$ cat src/design/i2cm_pkg.sv
`timescale 1ns / 1ps
// ----------------------------------------------------------------------------
// i2cm_pkg
// Shared types, codes and defaults for the I2C master byte engine.
// ----------------------------------------------------------------------------
package i2cm_pkg;

    localparam int TICK_WIDTH_DEF  = 16;
    localparam int CFG_INDEX_WIDTH = 2;
    localparam int CFG_DATA_WIDTH  = 16;

    localparam logic [CFG_INDEX_WIDTH-1:0] CFG_PHASE_TICKS = 2'd0;
    localparam logic [CFG_INDEX_WIDTH-1:0] CFG_POLL_TICKS  = 2'd1;

    localparam logic [15:0] PHASE_TICKS_RST = 16'd10;
    localparam logic [15:0] POLL_TICKS_RST  = 16'd100;

    localparam logic [2:0] ACT_START = 3'd1;
    localparam logic [2:0] ACT_STOP  = 3'd2;
    localparam logic [2:0] ACT_WRITE = 3'd3;
    localparam logic [2:0] ACT_READ  = 3'd4;
    localparam logic [2:0] ACT_GCR   = 3'd5;

    localparam logic [7:0] GCR_ADDR_BYTE = 8'h00;
    localparam logic [7:0] GCR_CMD_BYTE  = 8'h06;

    localparam logic [1:0] ST_OK      = 2'd0;
    localparam logic [1:0] ST_NACK    = 2'd1;
    localparam logic [1:0] ST_TIMEOUT = 2'd2;

    localparam logic [1:0] RS_NONE  = 2'd0;
    localparam logic [1:0] RS_ADDR  = 2'd1;
    localparam logic [1:0] RS_CMD   = 2'd2;

    typedef enum logic [2:0] {
        CMD_NONE,
        CMD_START,
        CMD_STOP,
        CMD_WRITE,
        CMD_READ,
        CMD_GCR
    } cmd_t;

    typedef enum logic [4:0] {
        PH_IDLE,
        PH_S_A, PH_S_B,
        PH_P_A, PH_P_B,
        PH_W_LOW, PH_W_SET, PH_W_HIGH,
        PH_WA_LOW, PH_WA_REL, PH_WA_HIGH, PH_WA_END,
        PH_R_HIGH, PH_R_STR, PH_R_SAMP, PH_R_LOW,
        PH_RA_WAIT, PH_RA_DRV, PH_RA_HIGH, PH_RA_END
    } phase_t;

    typedef struct packed {
        logic [2:0] action;
        logic [7:0] tx_byte;
        logic       send_ack;
        logic [7:0] stretch_limit;
        logic       sda_in;
        logic       scl_in;
    } in_beat_t;

    typedef struct packed {
        logic       scl_low;
        logic       sda_low;
        logic       busy_res;
        logic       done_res;
        logic [7:0] rx_byte;
        logic [1:0] status;
    } out_beat_t;

    typedef struct packed {
        cmd_t       cmd;
        logic [7:0] tx_byte;
        logic       send_ack;
        logic [7:0] stretch_limit;
        logic       sda_in;
        logic       scl_in;
    } tick_t;

    typedef struct packed {
        logic [15:0] phase_ticks;
        logic [15:0] stretch_poll_ticks;
    } cfg_t;

endpackage

$ cat src/design/i2cm_front.sv
`timescale 1ns / 1ps
// ----------------------------------------------------------------------------
// i2cm_front
// Accepts input beats, decodes the action field and queues them for the engine.
// ----------------------------------------------------------------------------
module i2cm_front
(
    input  logic               clk,
    input  logic               rst_n,
    input  logic               in_valid,
    output logic               in_ready,
    input  i2cm_pkg::in_beat_t in_data,
    output logic               q_valid,
    input  logic               q_ready,
    output i2cm_pkg::tick_t    q_data
);

    i2cm_pkg::tick_t mem_reg [2];
    logic            wr_ptr_reg;
    logic            wr_ptr_next;
    logic            rd_ptr_reg;
    logic            rd_ptr_next;
    logic [1:0]      cnt_reg;
    logic [1:0]      cnt_next;
    logic            push;
    logic            pop;
    i2cm_pkg::tick_t entry;

    always_comb
    begin
        entry.tx_byte       = in_data.tx_byte;
        entry.send_ack      = in_data.send_ack;
        entry.stretch_limit = in_data.stretch_limit;
        entry.sda_in        = in_data.sda_in;
        entry.scl_in        = in_data.scl_in;
        case (in_data.action)
            i2cm_pkg::ACT_START: entry.cmd = i2cm_pkg::CMD_START;
            i2cm_pkg::ACT_STOP:  entry.cmd = i2cm_pkg::CMD_STOP;
            i2cm_pkg::ACT_WRITE: entry.cmd = i2cm_pkg::CMD_WRITE;
            i2cm_pkg::ACT_READ:  entry.cmd = i2cm_pkg::CMD_READ;
            i2cm_pkg::ACT_GCR:   entry.cmd = i2cm_pkg::CMD_GCR;
            default:             entry.cmd = i2cm_pkg::CMD_NONE;
        endcase
    end

    assign in_ready = (cnt_reg != 2'd2);
    assign q_valid  = (cnt_reg != 2'd0);
    assign push     = in_valid && in_ready;
    assign pop      = q_valid && q_ready;

    always_comb
    begin
        wr_ptr_next = push ? ~wr_ptr_reg : wr_ptr_reg;
        rd_ptr_next = pop ? ~rd_ptr_reg : rd_ptr_reg;
        cnt_next    = cnt_reg + {1'b0, push} - {1'b0, pop};
    end

    always_ff @(posedge clk or negedge rst_n)
    begin
        if (!rst_n)
        begin
            wr_ptr_reg <= 1'b0;
            rd_ptr_reg <= 1'b0;
            cnt_reg    <= 2'd0;
        end
        else
        begin
            wr_ptr_reg <= wr_ptr_next;
            rd_ptr_reg <= rd_ptr_next;
            cnt_reg    <= cnt_next;
        end
    end

    always_ff @(posedge clk)
    begin
        if (push)
        begin
            mem_reg[wr_ptr_reg] <= entry;
        end
    end

    assign q_data = mem_reg[rd_ptr_reg];

endmodule

$ cat src/design/i2cm_engine.sv
`timescale 1ns / 1ps
// ----------------------------------------------------------------------------
// i2cm_engine
// Bus sequencer: steps the I2C phase machine once per queued tick and
// registers one result beat per tick.
// ----------------------------------------------------------------------------
module i2cm_engine
#(
    parameter int TICK_WIDTH = i2cm_pkg::TICK_WIDTH_DEF
)
(
    input  logic                clk,
    input  logic                rst_n,
    input  i2cm_pkg::cfg_t      cfg,
    input  logic                q_valid,
    output logic                q_ready,
    input  i2cm_pkg::tick_t     q_data,
    output logic                out_valid,
    input  logic                out_ready,
    output i2cm_pkg::out_beat_t out_data
);

    localparam int LEN_WIDTH = (TICK_WIDTH > 16) ? TICK_WIDTH : 16;

    i2cm_pkg::phase_t    phase_reg;
    i2cm_pkg::phase_t    phase_next;
    logic [3:0]          bit_reg;
    logic [3:0]          bit_next;
    logic [7:0]          shift_reg;
    logic [7:0]          shift_next;
    logic [TICK_WIDTH-1:0] tick_reg;
    logic [TICK_WIDTH-1:0] tick_next;
    logic [15:0]         poll_reg;
    logic [15:0]         poll_next;
    logic [7:0]          left_reg;
    logic [7:0]          left_next;
    logic [1:0]          err_reg;
    logic [1:0]          err_next;
    logic [1:0]          rs_reg;
    logic [1:0]          rs_next;
    logic                ack_reg;
    logic                ack_next;
    logic [7:0]          limit_reg;
    logic [7:0]          limit_next;
    logic [7:0]          rx_reg;
    logic [7:0]          rx_next;
    logic                scl_drv_reg;
    logic                scl_drv_next;
    logic                sda_drv_reg;
    logic                sda_drv_next;
    logic                done_next;
    logic                out_valid_reg;
    logic                out_valid_next;
    i2cm_pkg::out_beat_t out_data_reg;
    i2cm_pkg::out_beat_t out_data_next;

    logic                fire;
    logic [LEN_WIDTH-1:0] len_ext;
    logic [LEN_WIDTH-1:0] mask_ext;
    logic [TICK_WIDTH-1:0] step_len;
    logic [TICK_WIDTH-1:0] tick_inc;
    logic [15:0]         poll_len;

    assign q_ready = !out_valid_reg || out_ready;
    assign fire    = q_valid && q_ready;

    always_comb
    begin
        mask_ext = LEN_WIDTH'({TICK_WIDTH{1'b1}});
        len_ext  = LEN_WIDTH'(cfg.phase_ticks);
        if (len_ext == '0)
        begin
            len_ext = LEN_WIDTH'(1);
        end
        else if (len_ext > mask_ext)
        begin
            len_ext = mask_ext;
        end
        step_len = len_ext[TICK_WIDTH-1:0];
        tick_inc = tick_reg + TICK_WIDTH'(1);
        poll_len = (cfg.stretch_poll_ticks == 16'd0) ? 16'd0
                                                     : cfg.stretch_poll_ticks - 16'd1;
    end

    // next state and datapath
    always_comb
    begin
        phase_next = phase_reg;
        bit_next   = bit_reg;
        shift_next = shift_reg;
        tick_next  = tick_reg;
        poll_next  = poll_reg;
        left_next  = left_reg;
        err_next   = err_reg;
        rs_next    = rs_reg;
        ack_next   = ack_reg;
        limit_next = limit_reg;
        rx_next    = rx_reg;
        done_next  = 1'b0;
        if (fire)
        begin
            case (phase_reg)
                i2cm_pkg::PH_IDLE:
                begin
                    if (q_data.cmd != i2cm_pkg::CMD_NONE)
                    begin
                        err_next   = i2cm_pkg::ST_OK;
                        rs_next    = i2cm_pkg::RS_NONE;
                        ack_next   = q_data.send_ack;
                        limit_next = q_data.stretch_limit;
                        bit_next   = 4'd0;
                        tick_next  = '0;
                        case (q_data.cmd)
                            i2cm_pkg::CMD_START: phase_next = i2cm_pkg::PH_S_A;
                            i2cm_pkg::CMD_STOP:  phase_next = i2cm_pkg::PH_P_A;
                            i2cm_pkg::CMD_WRITE:
                            begin
                                shift_next = q_data.tx_byte;
                                phase_next = i2cm_pkg::PH_W_LOW;
                            end
                            i2cm_pkg::CMD_READ:
                            begin
                                shift_next = 8'd0;
                                phase_next = i2cm_pkg::PH_R_HIGH;
                            end
                            default:
                            begin
                                rs_next    = i2cm_pkg::RS_ADDR;
                                phase_next = i2cm_pkg::PH_S_A;
                            end
                        endcase
                    end
                end
                i2cm_pkg::PH_R_STR:
                begin
                    if (poll_reg != 16'd0)
                    begin
                        poll_next = poll_reg - 16'd1;
                    end
                    else if (q_data.scl_in)
                    begin
                        tick_next  = '0;
                        phase_next = i2cm_pkg::PH_R_SAMP;
                    end
                    else if (left_reg == 8'd0)
                    begin
                        if (err_reg == i2cm_pkg::ST_OK)
                        begin
                            err_next = i2cm_pkg::ST_TIMEOUT;
                        end
                        tick_next  = '0;
                        phase_next = i2cm_pkg::PH_R_SAMP;
                    end
                    else
                    begin
                        left_next = left_reg - 8'd1;
                        poll_next = poll_len;
                    end
                end
                default:
                begin
                    tick_next = tick_inc;
                    if (tick_inc >= step_len)
                    begin
                        tick_next = '0;
                        case (phase_reg)
                            i2cm_pkg::PH_S_A: phase_next = i2cm_pkg::PH_S_B;
                            i2cm_pkg::PH_S_B:
                            begin
                                if (rs_reg == i2cm_pkg::RS_ADDR)
                                begin
                                    shift_next = i2cm_pkg::GCR_ADDR_BYTE;
                                    bit_next   = 4'd0;
                                    phase_next = i2cm_pkg::PH_W_LOW;
                                end
                                else
                                begin
                                    rs_next    = i2cm_pkg::RS_NONE;
                                    done_next  = 1'b1;
                                    phase_next = i2cm_pkg::PH_IDLE;
                                end
                            end
                            i2cm_pkg::PH_P_A: phase_next = i2cm_pkg::PH_P_B;
                            i2cm_pkg::PH_W_LOW: phase_next = i2cm_pkg::PH_W_SET;
                            i2cm_pkg::PH_W_SET: phase_next = i2cm_pkg::PH_W_HIGH;
                            i2cm_pkg::PH_W_HIGH:
                            begin
                                shift_next = {shift_reg[6:0], 1'b0};
                                bit_next   = bit_reg + 4'd1;
                                phase_next = bit_next[3] ? i2cm_pkg::PH_WA_LOW
                                                         : i2cm_pkg::PH_W_LOW;
                            end
                            i2cm_pkg::PH_WA_LOW: phase_next = i2cm_pkg::PH_WA_REL;
                            i2cm_pkg::PH_WA_REL: phase_next = i2cm_pkg::PH_WA_HIGH;
                            i2cm_pkg::PH_WA_HIGH:
                            begin
                                if (q_data.sda_in && err_reg == i2cm_pkg::ST_OK)
                                begin
                                    err_next = i2cm_pkg::ST_NACK;
                                end
                                phase_next = i2cm_pkg::PH_WA_END;
                            end
                            i2cm_pkg::PH_WA_END:
                            begin
                                if (rs_reg == i2cm_pkg::RS_ADDR && err_reg == i2cm_pkg::ST_OK)
                                begin
                                    rs_next    = i2cm_pkg::RS_CMD;
                                    shift_next = i2cm_pkg::GCR_CMD_BYTE;
                                    bit_next   = 4'd0;
                                    phase_next = i2cm_pkg::PH_W_LOW;
                                end
                                else
                                begin
                                    rs_next    = i2cm_pkg::RS_NONE;
                                    done_next  = 1'b1;
                                    phase_next = i2cm_pkg::PH_IDLE;
                                end
                            end
                            i2cm_pkg::PH_R_HIGH:
                            begin
                                poll_next  = 16'd0;
                                left_next  = limit_reg;
                                phase_next = i2cm_pkg::PH_R_STR;
                            end
                            i2cm_pkg::PH_R_SAMP:
                            begin
                                shift_next = {shift_reg[6:0], q_data.sda_in};
                                phase_next = i2cm_pkg::PH_R_LOW;
                            end
                            i2cm_pkg::PH_R_LOW:
                            begin
                                bit_next   = bit_reg + 4'd1;
                                phase_next = bit_next[3] ? i2cm_pkg::PH_RA_WAIT
                                                         : i2cm_pkg::PH_R_HIGH;
                            end
                            i2cm_pkg::PH_RA_WAIT: phase_next = i2cm_pkg::PH_RA_DRV;
                            i2cm_pkg::PH_RA_DRV:  phase_next = i2cm_pkg::PH_RA_HIGH;
                            i2cm_pkg::PH_RA_HIGH: phase_next = i2cm_pkg::PH_RA_END;
                            i2cm_pkg::PH_RA_END:
                            begin
                                rx_next    = shift_reg;
                                rs_next    = i2cm_pkg::RS_NONE;
                                done_next  = 1'b1;
                                phase_next = i2cm_pkg::PH_IDLE;
                            end
                            default:
                            begin
                                rs_next    = i2cm_pkg::RS_NONE;
                                done_next  = 1'b1;
                                phase_next = i2cm_pkg::PH_IDLE;
                            end
                        endcase
                    end
                end
            endcase
        end
    end

    // line drive on phase entry and result beat
    always_comb
    begin
        scl_drv_next = scl_drv_reg;
        sda_drv_next = sda_drv_reg;
        if (fire && phase_next != phase_reg)
        begin
            case (phase_next)
                i2cm_pkg::PH_S_A:
                begin
                    scl_drv_next = 1'b0;
                    sda_drv_next = 1'b0;
                end
                i2cm_pkg::PH_S_B:     sda_drv_next = 1'b1;
                i2cm_pkg::PH_P_A:
                begin
                    scl_drv_next = 1'b0;
                    sda_drv_next = 1'b1;
                end
                i2cm_pkg::PH_P_B:     sda_drv_next = 1'b0;
                i2cm_pkg::PH_W_LOW:   scl_drv_next = 1'b1;
                i2cm_pkg::PH_W_SET:   sda_drv_next = ~shift_next[7];
                i2cm_pkg::PH_W_HIGH:  scl_drv_next = 1'b0;
                i2cm_pkg::PH_WA_LOW:  scl_drv_next = 1'b1;
                i2cm_pkg::PH_WA_REL:  sda_drv_next = 1'b0;
                i2cm_pkg::PH_WA_HIGH: scl_drv_next = 1'b0;
                i2cm_pkg::PH_WA_END:  scl_drv_next = 1'b1;
                i2cm_pkg::PH_R_HIGH:
                begin
                    scl_drv_next = 1'b0;
                    sda_drv_next = 1'b0;
                end
                i2cm_pkg::PH_R_LOW:   scl_drv_next = 1'b1;
                i2cm_pkg::PH_RA_DRV:  sda_drv_next = ack_reg;
                i2cm_pkg::PH_RA_HIGH: scl_drv_next = 1'b0;
                i2cm_pkg::PH_RA_END:
                begin
                    scl_drv_next = 1'b1;
                    sda_drv_next = 1'b0;
                end
                default:
                begin
                    scl_drv_next = scl_drv_reg;
                    sda_drv_next = sda_drv_reg;
                end
            endcase
        end

        out_data_next.scl_low  = scl_drv_next;
        out_data_next.sda_low  = sda_drv_next;
        out_data_next.busy_res = (phase_next != i2cm_pkg::PH_IDLE);
        out_data_next.done_res = done_next;
        out_data_next.rx_byte  = rx_next;
        out_data_next.status   = err_next;

        if (fire)
        begin
            out_valid_next = 1'b1;
        end
        else if (out_ready)
        begin
            out_valid_next = 1'b0;
        end
        else
        begin
            out_valid_next = out_valid_reg;
        end
    end

    always_ff @(posedge clk or negedge rst_n)
    begin
        if (!rst_n)
        begin
            phase_reg     <= i2cm_pkg::PH_IDLE;
            bit_reg       <= 4'd0;
            shift_reg     <= 8'd0;
            tick_reg      <= '0;
            poll_reg      <= 16'd0;
            left_reg      <= 8'd0;
            err_reg       <= i2cm_pkg::ST_OK;
            rs_reg        <= i2cm_pkg::RS_NONE;
            ack_reg       <= 1'b0;
            limit_reg     <= 8'd0;
            rx_reg        <= 8'd0;
            scl_drv_reg   <= 1'b0;
            sda_drv_reg   <= 1'b0;
            out_valid_reg <= 1'b0;
        end
        else
        begin
            phase_reg     <= phase_next;
            bit_reg       <= bit_next;
            shift_reg     <= shift_next;
            tick_reg      <= tick_next;
            poll_reg      <= poll_next;
            left_reg      <= left_next;
            err_reg       <= err_next;
            rs_reg        <= rs_next;
            ack_reg       <= ack_next;
            limit_reg     <= limit_next;
            rx_reg        <= rx_next;
            scl_drv_reg   <= scl_drv_next;
            sda_drv_reg   <= sda_drv_next;
            out_valid_reg <= out_valid_next;
        end
    end

    always_ff @(posedge clk)
    begin
        if (fire)
        begin
            out_data_reg <= out_data_next;
        end
    end

    assign out_valid = out_valid_reg;
    assign out_data  = out_data_reg;

endmodule

$ cat src/design/i2c_master_byte_engine.sv
`timescale 1ns / 1ps
// ----------------------------------------------------------------------------
// i2c_master_byte_engine
// I2C master byte engine: start, stop, write, read and general call reset,
// one input beat per bus tick, one result beat per input beat.
//
//   channel   direction   handshake              beat
//   in        input       in_valid / in_ready    in_data   (in_beat_t)
//   out       output      out_valid / out_ready  out_data  (out_beat_t)
//   cfg       input       cfg_valid / cfg_ready  cfg_index, cfg_data
//
// One beat per cycle sustained while out_ready holds; each beat passes through
// the two-entry tick queue, then the phase sequencer, which loads the result
// register. Reset clears the queue, the sequencer and the configuration
// (phase ticks 10, poll ticks 100). A stalled output holds the sequencer; the
// queue keeps accepting until full. Config writes never stall.
// ----------------------------------------------------------------------------
module i2c_master_byte_engine
#(
    parameter int TICK_WIDTH = i2cm_pkg::TICK_WIDTH_DEF
)
(
    input  logic                                   clk,
    input  logic                                   rst_n,
    input  logic                                   in_valid,
    output logic                                   in_ready,
    input  i2cm_pkg::in_beat_t                     in_data,
    output logic                                   out_valid,
    input  logic                                   out_ready,
    output i2cm_pkg::out_beat_t                    out_data,
    input  logic                                   cfg_valid,
    output logic                                   cfg_ready,
    input  logic [i2cm_pkg::CFG_INDEX_WIDTH-1:0]   cfg_index,
    input  logic [i2cm_pkg::CFG_DATA_WIDTH-1:0]    cfg_data
);

    i2cm_pkg::cfg_t  cfg_reg;
    i2cm_pkg::cfg_t  cfg_next;
    logic            q_valid;
    logic            q_ready;
    i2cm_pkg::tick_t q_data;

    assign cfg_ready = 1'b1;

    always_comb
    begin
        cfg_next = cfg_reg;
        if (cfg_valid)
        begin
            case (cfg_index)
                i2cm_pkg::CFG_PHASE_TICKS: cfg_next.phase_ticks        = cfg_data;
                i2cm_pkg::CFG_POLL_TICKS:  cfg_next.stretch_poll_ticks = cfg_data;
                default:                   cfg_next = cfg_reg;
            endcase
        end
    end

    always_ff @(posedge clk or negedge rst_n)
    begin
        if (!rst_n)
        begin
            cfg_reg.phase_ticks        <= i2cm_pkg::PHASE_TICKS_RST;
            cfg_reg.stretch_poll_ticks <= i2cm_pkg::POLL_TICKS_RST;
        end
        else
        begin
            cfg_reg <= cfg_next;
        end
    end

    i2cm_front u_front
    (
        .clk      (clk),
        .rst_n    (rst_n),
        .in_valid (in_valid),
        .in_ready (in_ready),
        .in_data  (in_data),
        .q_valid  (q_valid),
        .q_ready  (q_ready),
        .q_data   (q_data)
    );

    i2cm_engine #(
        .TICK_WIDTH (TICK_WIDTH)
    ) u_engine
    (
        .clk       (clk),
        .rst_n     (rst_n),
        .cfg       (cfg_reg),
        .q_valid   (q_valid),
        .q_ready   (q_ready),
        .q_data    (q_data),
        .out_valid (out_valid),
        .out_ready (out_ready),
        .out_data  (out_data)
    );

    a_done_not_busy: assert property (@(posedge clk) disable iff (!rst_n)
        out_valid && out_data.done_res |-> !out_data.busy_res)
        else $error("done beat still reports busy");

    a_status_code: assert property (@(posedge clk) disable iff (!rst_n)
        out_valid |-> out_data.status <= i2cm_pkg::ST_TIMEOUT)
        else $error("status carries an undefined code");

    a_beat_tracked: assert property (@(posedge clk) disable iff (!rst_n)
        in_valid && in_ready |=> q_valid || out_valid)
        else $error("accepted beat lost between queue and result register");

endmodule
$ cat config.mk
export PLATFORM = sky130hd
export DESIGN_NAME = i2c_master_byte_engine
export DESIGN_NICKNAME = d
export VERILOG_FILES = /design/src/design/i2cm_pkg.sv /design/src/design/i2cm_front.sv /design/src/design/i2cm_engine.sv /design/src/design/i2c_master_byte_engine.sv
export SDC_FILE = /design/constraint.sdc
export NUM_CORES = 1
export LEC_CHECK = 0
export BUFFER_PORTS_ARGS = -buffer_cell sky130_fd_sc_hd__buf_2
export CAP_MARGIN = 20
export CORE_UTILIZATION = 45
export CTS_CLUSTER_SIZE = 12
export DETAILED_ROUTE_END_ITERATION = 16
export GPL_ROUTABILITY_DRIVEN = 1
export HOLD_SLACK_MARGIN = 0.08
export PLACE_DENSITY_LB_ADDON = 0.05
export SYNTH_ARGS = -nofsm -noshare
export SYNTH_HDL_FRONTEND = slang
export SYNTH_SLANG_ARGS = --single-unit
export TNS_END_PERCENT = 1
$ cat constraint.sdc
create_clock -name clk -period 5.7 [get_ports clk]
set_input_delay 0.855 -clock clk [delete_from_list [all_inputs] [get_ports clk]]
set_output_delay 0.855 -clock clk [all_outputs]
set_load 0.02 [all_outputs]
==> results of run 1 <==
[power by group through the flow]
stage | clock, mW | sequential [mW] | combinational [mW]
5_1_grt | 1.28 | 1.62 | 0.889
3_3_place_gp | 0 | 1.62 | 0.765
4_1_cts | 1.23 | 1.60 | 0.788
3_5_place_dp | 0 | 1.63 | 0.783
6_report | 1.20 | 1.60 | 0.798
2_1_floorplan | 0 | 1.63 | 0.518
[through the flow]
step | area, um^2 | hold slack, ns | util [%] | setup slack, ns | total power [mW]
after floorplan | 9034 | 0.4422 | - | 1.518 | 2.149
after global placement | 9589 | 0.4648 | 48.95 | 1.070 | 2.382
after detailed placement | 9604 | 0.4651 | 49.03 | 0.9228 | 2.409
after CTS | 10220 | 0.4815 | 52.16 | 0.8887 | 3.613
after global routing | 10270 | 0.3852 | 52.44 | 0.3758 | 3.787
final | 10270 | 0.3702 | 52.44 | 0.8656 | 3.592
[per-layer routing]
| layer | vias up | share of wire [%] | global-route usage [%] |
|---|---|---|---|
| met5 | - | 0 | 0 |
| li1 | 3334 | - | - |
| met3 | 18 | 4.2 | 5.032 |
| met4 | 0 | 1.2 | 6.495 |
| met2 | 124 | 47 | 35.87 |
| met1 | 3283 | 47 | 30.55 |
[cell usage after synthesis, drive strengths merged (3+ instances only)]
master | number | area [um^2]
nor3 | 23 | 125.1
o22ai | 3 | 18.77
o41ai | 5 | 62.56
o21ai | 106 | 538.0
a31oi | 7 | 43.79
clkbuf | 20 | 75.07
nand3b | 5 | 37.54
dfstp | 5 | 131.4
a221oi | 3 | 32.53
mux2i | 19 | 190.2
edfxtp | 58 | 1742
inv | 40 | 152.6
dfrtp | 112 | 2803
and4 | 3 | 27.53
nand3 | 20 | 100.1
nor2b | 11 | 68.82
o21a | 5 | 38.79
nor3b | 5 | 37.54
buf | 14 | 86.33
xnor2 | 15 | 131.4
or3 | 5 | 32.53
nand4 | 4 | 25.02
ha | 24 | 300.3
mux2 | 28 | 315.3
o31ai | 8 | 60.06
a21oi | 55 | 275.3
nor2 | 77 | 294.0
o211ai | 4 | 30.03
a211oi | 3 | 22.52
and3 | 13 | 82.58
a22o | 6 | 52.55
nand2 | 95 | 356.6
a22oi | 3 | 22.52
nor4b | 4 | 41.29
xor2 | 20 | 175.2
nor4 | 17 | 118.9
o221ai | 3 | 26.28
[layout make-up]
| class | count | area, um^2 | area share (%) |
|---|---|---|---|
| clock buffer | 17 | 425.4 | 4.141 |
| clock inverter | 15 | 188.9 | 1.839 |
| inverter | 42 | 165.2 | 1.608 |
| multi-input combinational | 634 | 4039 | 39.31 |
| sequential | 175 | 4676 | 45.51 |
| tap | 265 | 331.6 | 3.227 |
| timing repair buffer | 74 | 447.9 | 4.360 |
[kinds of logic (layout without fill, tap and decap cells)]
family	count (synthesis)	after routing	synth area share (%)
and+or+nand+nor	292	292	15.73
AOI/OAI and AO/OA	235	235	16.54
DFF	175	175	51.76
buffers and inverters	76	148	3.615
muxes	47	47	5.596
xor gates and xnor gates	35	35	3.393
adders and majority gates	24	24	3.324
other	1	1	0.04151
[worst min path at each step]
stage	end	slack, ns	depth (start not counted)
final	u_engine.poll_reg[3]	0.37	1
after global routing	u_engine.poll_reg[3]	0.39	1
after detailed placement	u_engine.rs_reg[0]	0.47	2
after floorplan	u_engine.rs_reg[0]	0.44	2
after global placement	u_engine.rs_reg[0]	0.46	2
after CTS	u_engine.rs_reg[0]	0.48	2
[cells in the final DEF (no fill, tap or decap), types with 6 or more instances in the layout]
cell         n
nor4_1      15
mux2_2      28
xor2_1      20
nor2b_1     11
nor2_1      74
buf_4       12
nand3_1     20
o21ai_0    103
and3_1      12
xnor2_1     15
ha_1        24
dfrtp_1    112
o31ai_1      8
clkbuf_16   17
a31oi_1      7
buf_2       59
a21oi_1     55
nor3_1      21
edfxtp_1    58
inv_1       37
nand2_1     95
mux2i_1     19
a22o_1       6
==> results.tsv, run 1 <==
stage	metric	value	unit
logic_synthesis	synth_edf_count	58	
worst_setup_path	critical_path.startpoint	u_engine.tick_reg[0]	
job	maxCapViolCount	0	
detailed_routing	drc	0	
floorplanning	coreArea	19590	um^2
power	power_frac_clock	33.3	%
logic_synthesis	postSynthCellCount	885	
power	p_leak	4.399	nW
sta	finalSetupTns	0	ns
detailed_routing	vias_per_cell	5.531	
worst_setup_path	crit_path_start_kind	flop	
placed_design	globalplace.congestion	0.9102	
detailed_routing	detail-route-antenna-nets	0	
cts	cts-buffers-inserted	17	
worst_setup_path	cpLargestDelayFamily	simple AND/OR/NAND/NOR gates	
cts	clk_pin_slew_worst_paths	0.08	ns
power	p_int	2.434	mW
power	p_per_area	349.7	nW/um^2
final_layout	largest_reg_flops	44	
detailed_routing	wl_per_cell	17.41	um
sta	fin_crit_sh	84.81	%
global_route	grt_max_degree	78	
placed_design	place.detailed.instances	1187	
cts	htreeDepth	4	
logic_synthesis	seq_area_frac_synth	51.76	%
sta	slew_violations	0	
logic_synthesis	yosysWarnings	0	
placed_design	hpwl	15.77	mm
cts	cts_hold_buf	0	
cts	post_cts_resized	0	
worst_setup_path	critPathCapture	u_engine.out_data[13]	
cts	cts_root_buffer	clkbuf_16	
power	p_seq_share	44.5	%
worst_setup_path	endpoint_kind	flop	
cts	cts_setup_buffers	0	
sta	layout_min_cycle_time	4.834	ns
detailed_routing	dr.pass1.iters	5	
power	p_comb_share	22.2	%
power	p_sw	1.159	mW
sta	finalSetupViolations	0	
final_layout	antenna_cells	0	
logic_synthesis	synth_area	9034	um^2
final_layout	area_growth	13.73	%
final_layout	layout.cells.non_filler	1222	
cts	cts_tree	built	
detailed_routing	finalWirelength	21.28	mm
worst_setup_path	ff2ff_path_depth	18	
worst_setup_path	critPathMaxFanout	8	
worst_setup_path	r2r-start	u_engine.tick_reg[0]	
worst_setup_path	r2r_end	u_engine.out_data[13]	
detailed_routing	vias	6759	
global_route	antenna_found_initial	0	
worst_setup_path	worstSetupPathType	flop to flop	
worst_hold_path	holdCritPathClass	input pin to async pin	
power	p_sw_share	32.25	%
logic_synthesis	syn_nets	954	
detailed_routing	dr.first_iter.drc_count	448	
worst_setup_path	max_stage_delay	0.47	ns
sta	worst_pin_slew	1.049	ns
worst_setup_path	cp.required	5.84	ns
sta	rsz0062_at_grt	no	
sta	maxSlewHeadroom	29.82	%
logic_synthesis	async_flop_share	66.86	%
cts	cts.sinks	175	
logic_synthesis	synthFlopType	dfrtp_1	
final_layout	layout-drive-gt1-share	17.24	%
floorplanning	io_pins	62	
placed_design	numPortBuffers	60	
worst_setup_path	crit_arrival	4.98	ns
logic_synthesis	avgSynthCellArea	10.21	um^2
logic_synthesis	synth-seq-cells	175	
floorplanning	initial_utilization	46.11	%
cts	worstSkewPairLatency	0.43	ns
logic_synthesis	yosys.cell_types.count	83	
floorplanning	die_area	20650	um^2
floorplanning	die_h	143.7	um
final_layout	fillCellCount	1799	
worst_setup_path	cpMaxStageDelayCell	a221o_2	
sta	fin_skew	0.01377	ns
global_route	grt_pass1_wl	35.38	mm
global_route	gr-total-overflow	0	
sta	final_hold_viol_count	0	
worst_setup_path	crit_chain	ha_1, nand3_1, nor2_1, and3_1, and3_1, and3_1, nand3_1, xnor2_1, ha_1, nand2_1, o21ai_1, or2_1, a221o_2, clkinv_4, nor2_2, and3_1, nor4_1, o221ai_1	
global_route	grt_usage	22.46	%
worst_setup_path	path_common_cell	and3_1	
floorplanning	placementRows	51	
final_layout	nNetsFinal	1013	
status	status	complete, no violations	
sta	timing.fmax	0.2069	GHz
power	vdd_drop_max	259.6	uV
cts	cts_buffer_depth	2	
worst_setup_path	path_buf_inv	1	
floorplanning	die_width	143.7	um
worst_setup_path	timing.reg2reg.setup_slack	0.87	ns
worst_setup_path	cp.depth	18	
global_route	first_global_vias	6791	
Note: power is estimated with default switching activity, not from simulation.
==> inputs of run 2 (changes only) <==
ABC_AREA = 1   (was unset)
clock period = 4.3 ns   (was 5.7 ns; I/O delays follow)
==> results.tsv, run 2 <==
stage	metric	value	unit	change
logic_synthesis	seq_area_frac_synth	50.03	%	-1.7 points
logic_synthesis	synth-seq-cells	175		unchanged
worst_setup_path	cpLargestDelayFamily	simple AND/OR/NAND/NOR gates		
floorplanning	die_h	146.1	um	+1.7%
power	p_per_area	667.2	nW/um^2	+91%
sta	finalSetupViolations	0		unchanged
sta	timing.fmax	0.2566	GHz	+24%
logic_synthesis	synth_top_area_share	29.99	%	-1.0 points
final_layout	layout-drive-gt1-share	16.17	%	-1.1 points
global_route	grt_usage	20.80	%	-1.7 points
floorplanning	io_pins	62		unchanged
logic_synthesis	netlist_top_cells_area	dfrtp_1 30%, edfxtp_1 19%, nand2_1 8.7%		
logic_synthesis	syn_nets	1164		+22%
worst_setup_path	crit_arrival	4.10	ns	-0.88 ns
cts	cts_hold_buf	0		unchanged
global_route	met1_usage	28.82	%	-1.7 points
sta	finalSetupTns	0	ns	unchanged
floorplanning	initial_utilization	46.04	%	-0.077 points
logic_synthesis	synth_area	9345	um^2	+3.4%
global_route	gr-usage-met3	4.156	%	-0.88 points
logic_synthesis	avgSynthCellArea	8.534	um^2	-16%
worst_setup_path	worstSetupPathType	flop to flop		
sta	fin_crit_sh	90.61	%	+5.8 points
detailed_routing	dr.pass1.iters	5		unchanged
final_layout	layout.cells.non_filler	1451		+19%
logic_synthesis	async_flop_share	66.86	%	unchanged
worst_setup_path	critPathMaxFanout	7		-1
sta	maxSlewHeadroom	35.63	%	+5.8 points
logic_synthesis	yosys.cell_types.count	52		-37%
power	p_leak	5.031	nW	+14%
detailed_routing	finalWirelength	20.87	mm	-1.9%
sta	slew_violations	0		unchanged
worst_setup_path	cp.required	4.51	ns	-1.33 ns
final_layout	largest_reg_flops	44		unchanged
cts	cts_buffer_depth	2		unchanged
sta	fin_skew	0.01258	ns	-0.001192 ns
global_route	antenna_found_initial	0		unchanged
sta	rsz0062_at_grt	yes		
logic_synthesis	synthFlopType	dfrtp_1		
floorplanning	die_width	146.1	um	+1.7%
floorplanning	coreArea	20300	um^2	+3.6%
placed_design	post_dp_cell_area	10030	um^2	+4.4%
detailed_routing	drc	0		unchanged
final_layout	mostFrequentLayoutCell	nand2_1		
logic_synthesis	synthTopCellsByCount	217 x nand2_1, 155 x inv_1, 112 x dfrtp_1		
logic_synthesis	yosysWarnings	0		unchanged
detailed_routing	vias_per_cell	5.070		-8.3%
cts	cts_tree	built		
detailed_routing	vias	7356		+8.8%
final_layout	final_cell_area	10820	um^2	+5.3%
sta	worst_pin_slew	0.9626	ns	-0.08614 ns
cts	cts_root_buffer	clkbuf_16		
global_route	gr-total-overflow	0		unchanged
placed_design	numPortBuffers	60		unchanged
global_route	grt_busiest_layer	met2		
placed_design	hpwl	15.20	mm	-3.6%
worst_setup_path	critical_path.startpoint	u_engine.tick_reg[0]		
cts	cts.sinks	175		unchanged
cts	worstSkewPairLatency	0.44	ns	about the same
worst_setup_path	crit_path_start_kind	flop		
final_layout	nNetsFinal	1237		+22%
placed_design	place.detailed.instances	1414		+19%
worst_setup_path	r2r-start	u_engine.tick_reg[0]		
floorplanning	die_area	21350	um^2	+3.4%
detailed_routing	dr.first_iter.drc_count	518		+16%
floorplanning	placementRows	52		+2.0%
power	power	7.221	mW	+100%
worst_setup_path	path_common_cell	nand2_1		
logic_synthesis	postSynthCellCount	1095		+24%
cts	htreeDepth	4		unchanged
logic_synthesis	synth_most_common_cell	nand2_1		
cts	cts-buffers-inserted	17		unchanged
worst_setup_path	cpMaxStageDelayCell	dfrtp_1		
final_layout	antenna_cells	0		unchanged
final_layout	final_cell_mix	215 x nand2_1, 155 x inv_1, 112 x dfrtp_1, 96 x nor2_1, 84 x o21ai_0		
job	maxCapViolCount	0		unchanged
sta	layout_min_cycle_time	3.896	ns	-0.9380 ns
power	vdd_drop_max	286.5	uV	+10%
placed_design	globalplace.congestion	0.8890		-2.3%
final_layout	fin_util	53.32	%	+0.87 points
worst_setup_path	path_buf_inv	5		+4
logic_synthesis	yosysTopAreaCell	dfrtp_1		
final_layout	area_growth	15.81	%	
detailed_routing	wl_per_cell	14.38	um	-17%
worst_setup_path	max_stage_delay	0.39	ns	-0.08 ns
global_route	grt_use_met2	33.71	%	-2.2 points
logic_synthesis	synth_edf_count	58		unchanged
worst_hold_path	holdCritPathClass	input pin to async pin		
detailed_routing	detail-route-antenna-nets	0		unchanged
global_route	grt_pass1_wl	35.09	mm	-0.82%
global_route	grt_max_degree	78		unchanged
status	status	complete, no violations		
sta	final_hold_viol_count	0		unchanged
worst_setup_path	endpoint_kind	flop		
cts	clk_pin_slew_worst_paths	0.08	ns	about the same
global_route	first_global_vias	7026		+3.5%
-- run 2: cell count changes after synthesis, moves of 17 or more --
cell / change
a21oi_1: -30
inv_1: +118
inv_2: +17
mux2_2: -26
nand2_1: +122
nand3_1: +33
nand4_1: +19
nor2_1: +27
o21ai_0: -19
o22ai_1: +25
-- run 2: what timing repair did --
item / in CTS / in global routing
gates resized for setup: 0 / 18
setup buffers: 0 / 4
endpoints found under the setup margin: 0 / 73
-- run 2: final timing paths --
check	to	slack (ns)	cells past startpoint
setup / recovery	u_engine.out_data[12]	0.40	31
hold / removal	cfg_reg[4]	0.14	1
setup reg to reg	u_engine.out_data[12]	0.40	31
hold reg to reg	u_engine.scl_drv_reg	0.47	2
max in group asynchronous	cfg_reg[6]	3.55	2
min in group clk	u_front.mem_reg[1][14]	0.38	1
-- run 2: per-layer routing --
| layer | vias to the layer above | wire (um) |
|---|---|---|
| li1 | 3792 | - |
| met1 | 3428 | 10320 |
| met2 | 121 | 9599 |
| met3 | 15 | 771 |
| met4 | 0 | 171 |
| met5 | - | 0 |
-- run 2: final cells by class --
type                       instances  area (um^2)
clock buffer                      17        425.4
clock inverter                    15        217.7
fill                            1897         9477
inverter                         175        659.4
multi-input combinational        716         3975
sequential                       175         4676
tap                              270        337.8
timing repair buffer              83        531.8
-- run 2: cell families (layout without fill, tap and decap cells) --
logic type / count (synthesis) / in the layout / share of synthesized area [%]
AOI/OAI and AO/OA: 190 / 190 / 12.04
xor gates and xnor gates: 34 / 34 / 3.187
adders and majority gates: 24 / 24 / 3.213
buffers and inverters: 204 / 290 / 8.582
DFF: 175 / 175 / 50.03
muxes: 13 / 13 / 1.419
other: 1 / 1 / 0.04013
and+or+nand+nor: 454 / 454 / 21.49
-- run 2: worst reg2reg max path, delay by kind of cell (launching register included) --
family          cells  cell delay [ns]
xor+xnor            1             0.20
flops               1             0.39
buf+inv             5             0.41
simple gates       22             2.11
compound gates      2             0.31
fa+ha+maj           1             0.26
-- run 2: report_power, final --
| part | switching (mW) | leakage, nW | total [mW] | internal, mW |
|---|---|---|---|---|
| combinational | 1.90 | 2.75 | 2.91 | 1.01 |
| sequential | 0.354 | 1.97 | 2.66 | 2.31 |
| clock | 0.829 | 0.308 | 1.65 | 0.820 |
| total | 3.09 | 5.03 | 7.22 | 4.13 |
-- run 2: stage by stage --
| step | setup WS (ns) | hold WS, ns |
|---|---|---|
| final | 0.4036 | 0.1351 |
| after global routing | -0.04182 | 0.1427 |
| after CTS | 0.06332 | 0.3653 |
| after detailed placement | 0.08476 | 0.4596 |
| after global placement | 0.2153 | 0.4619 |
| after floorplan | 0.5332 | 0.3494 |
==> inputs of run 3 (changes only) <==
PLACE_DENSITY = 0.71   (was unset)
PLACE_DENSITY_LB_ADDON = unset   (was 0.05)
==> results.tsv, run 3 (synthesis gave the netlist of run 2 again) <==
stage	metric	value	unit	change
floorplanning	placementRows	52		unchanged
power	p_leak	5.041	nW	+0.21%
final_layout	antenna_cells	0		unchanged
detailed_routing	dr.first_iter.drc_count	492		-5.0%
final_layout	largest_reg_flops	44		unchanged
placed_design	numPortBuffers	60		unchanged
floorplanning	coreArea	20300	um^2	unchanged
worst_setup_path	crit_arrival	4.30	ns	+0.20 ns
global_route	grt_max_degree	71		-9.0%
detailed_routing	vias	7551		+2.7%
worst_setup_path	crit_path_start_kind	flop		
worst_setup_path	critPathMaxFanout	7		unchanged
final_layout	layout.cells.non_filler	1448		-0.21%
detailed_routing	detail-route-antenna-nets	0		unchanged
worst_setup_path	endpoint_kind	flop		
final_layout	final_cell_mix	207 x nand2_1, 152 x inv_1, 112 x dfrtp_1, 97 x nor2_1, 83 x o21ai_0		
sta	rsz0062_at_grt	yes		
worst_setup_path	max_stage_delay	0.41	ns	+0.02 ns
detailed_routing	wl_per_cell	14.58	um	+1.4%
detailed_routing	finalWirelength	21.11	mm	+1.2%
placed_design	post_dp_cell_area	9963	um^2	-0.67%
final_layout	mostFrequentLayoutCell	nand2_1		
worst_hold_path	holdCritPathClass	input pin to async pin		
cts	cts_buffer_depth	2		unchanged
detailed_routing	dr.pass1.iters	5		unchanged
cts	worstSkewPairLatency	0.44	ns	about the same
power	vdd_drop_max	489.6	uV	+71%
final_layout	fillCellCount	1902		+0.26%
final_layout	nNetsFinal	1234		-0.24%
global_route	first_global_vias	7328		+4.3%
floorplanning	die_h	146.1	um	unchanged
sta	slew_violations	0		unchanged
sta	maxSlewHeadroom	32.95	%	-2.7 points
status	status	complete, no violations		
floorplanning	initial_utilization	46.04	%	unchanged
placed_design	globalplace.congestion	0.8984		+1.1%
worst_setup_path	timing.reg2reg.setup_slack	0.20	ns	-0.20 ns
worst_setup_path	critical_path.startpoint	u_engine.tick_reg[0]		
worst_setup_path	cpMaxStageDelayCell	dfrtp_1		
cts	cts_root_buffer	clkbuf_16		
cts	htreeDepth	4		unchanged
sta	fin_crit_sh	95.33	%	+4.7 points
sta	final_hold_viol_count	0		unchanged
detailed_routing	drc	0		unchanged
sta	finalSetupViolations	0		unchanged
cts	cts_hold_buf	0		unchanged
sta	fin_skew	0.01443	ns	+0.001853 ns
floorplanning	io_pins	62		unchanged
detailed_routing	vias_per_cell	5.215		+2.9%
global_route	antenna_found_initial	0		unchanged
placed_design	place.detailed.instances	1408		-0.42%
cts	cts_tree	built		
sta	layout_min_cycle_time	4.099	ns	+0.2030 ns
worst_setup_path	cp.required	4.50	ns	about the same
cts	clk_pin_slew_worst_paths	0.08	ns	about the same
global_route	grt_pass1_wl	34.82	mm	-0.77%
final_layout	layout-drive-gt1-share	17.57	%	+1.4 points
sta	worst_pin_slew	1.003	ns	+0.04003 ns
sta	timing.fmax	0.2439	GHz	-5.0%
power	p_per_area	678.9	nW/um^2	+1.8%
cts	cts-buffers-inserted	17		unchanged
worst_setup_path	critPathCapture	u_engine.out_data[12]		
worst_setup_path	r2r_end	u_engine.out_data[12]		
worst_setup_path	r2r-start	u_engine.tick_reg[0]		
cts	cts.sinks	175		unchanged
worst_setup_path	worstSetupPathType	flop to flop		
worst_setup_path	ff2ff_path_depth	30		-3.2%
final_layout	area_growth	16.23	%	
job	maxCapViolCount	0		unchanged
floorplanning	die_area	21350	um^2	unchanged
global_route	gr-total-overflow	0		unchanged
global_route	grt_usage	20.38	%	-0.42 points
floorplanning	die_width	146.1	um	unchanged
placed_design	hpwl	14.88	mm	-2.1%
final_layout	final_cell_area	10860	um^2	+0.36%
## run 3: layer usage
layer	track usage, %	up-vias	part of all wire, %
li1	-	3783	-
met1	27.08	3570	47
met2	33.78	175	48
met3	3.969	23	4.2
met4	6.198	0	1.5
met5	0	-	0
## run 3: through the flow
stage               util [%]  power [mW]  setup TNS, ns  worst slack, ns  hold WS (ns)
finish                 53.51       7.374              0           0.2006        0.3477
global route           53.51       7.879        -0.3711          -0.1307        0.3729
CTS                    52.27       7.126              0          0.08636        0.3793
detailed placement     49.08       5.454              0           0.1196        0.4601
global placement       49.08       5.388              0           0.2641        0.4586
floorplan                  -       4.700              0           0.5332        0.3494
## run 3: report_power, final
group / internal (mW) / switching (mW) / total (mW) / leakage [nW]
clock: 0.898 / 0.747 / 1.65 / 0.310
sequential: 2.31 / 0.348 / 2.66 / 1.97
combinational: 1.04 / 2.03 / 3.07 / 2.76
total: 4.25 / 3.12 / 7.37 / 5.04
## run 3: repair_timing
item	in CTS	in global routing
endpoints found under the setup margin	0	55
buffers inserted	0	6
gates resized for setup	0	42
## run 3: critical path, delay by kind of cell (launching register included)
family / cells / cell delay (ns)
buffers and inverters: 5 / 0.37
flip-flops: 1 / 0.41
AO/OA/AOI/OAI: 1 / 0.10
adder cells (fa/ha/maj): 1 / 0.28
XOR/XNOR: 1 / 0.21
AND/OR/NAND/NOR: 22 / 2.46
## run 3: layout make-up
class                           count  area, um^2  share of cell area (%)
Inverter                          175       659.4                   6.071
Clock buffer                       17       425.4                   3.917
Sequential cell                   175        4676                   43.05
Clock inverter                     15       221.5                   2.039
Timing Repair Buffer               79       481.7                   4.435
Tap cell                          270       337.8                   3.110
Multi-Input combinational cell    717        4060                   37.38
## run 3: worst min-delay path by stage
| stage | start | to | depth (start not counted) |
|---|---|---|---|
| after floorplan | rst_n | cfg_reg[0] | 0 |
| after global placement | u_engine.scl_drv_reg | u_engine.scl_drv_reg | 2 |
| after detailed placement | u_engine.scl_drv_reg | u_engine.scl_drv_reg | 2 |
| after CTS | rst_n | u_engine.sda_drv_reg | 1 |
| after global routing | in_data[10] | u_front.mem_reg[0][10] | 1 |
| final | rst_n | u_engine.sda_drv_reg | 1 |
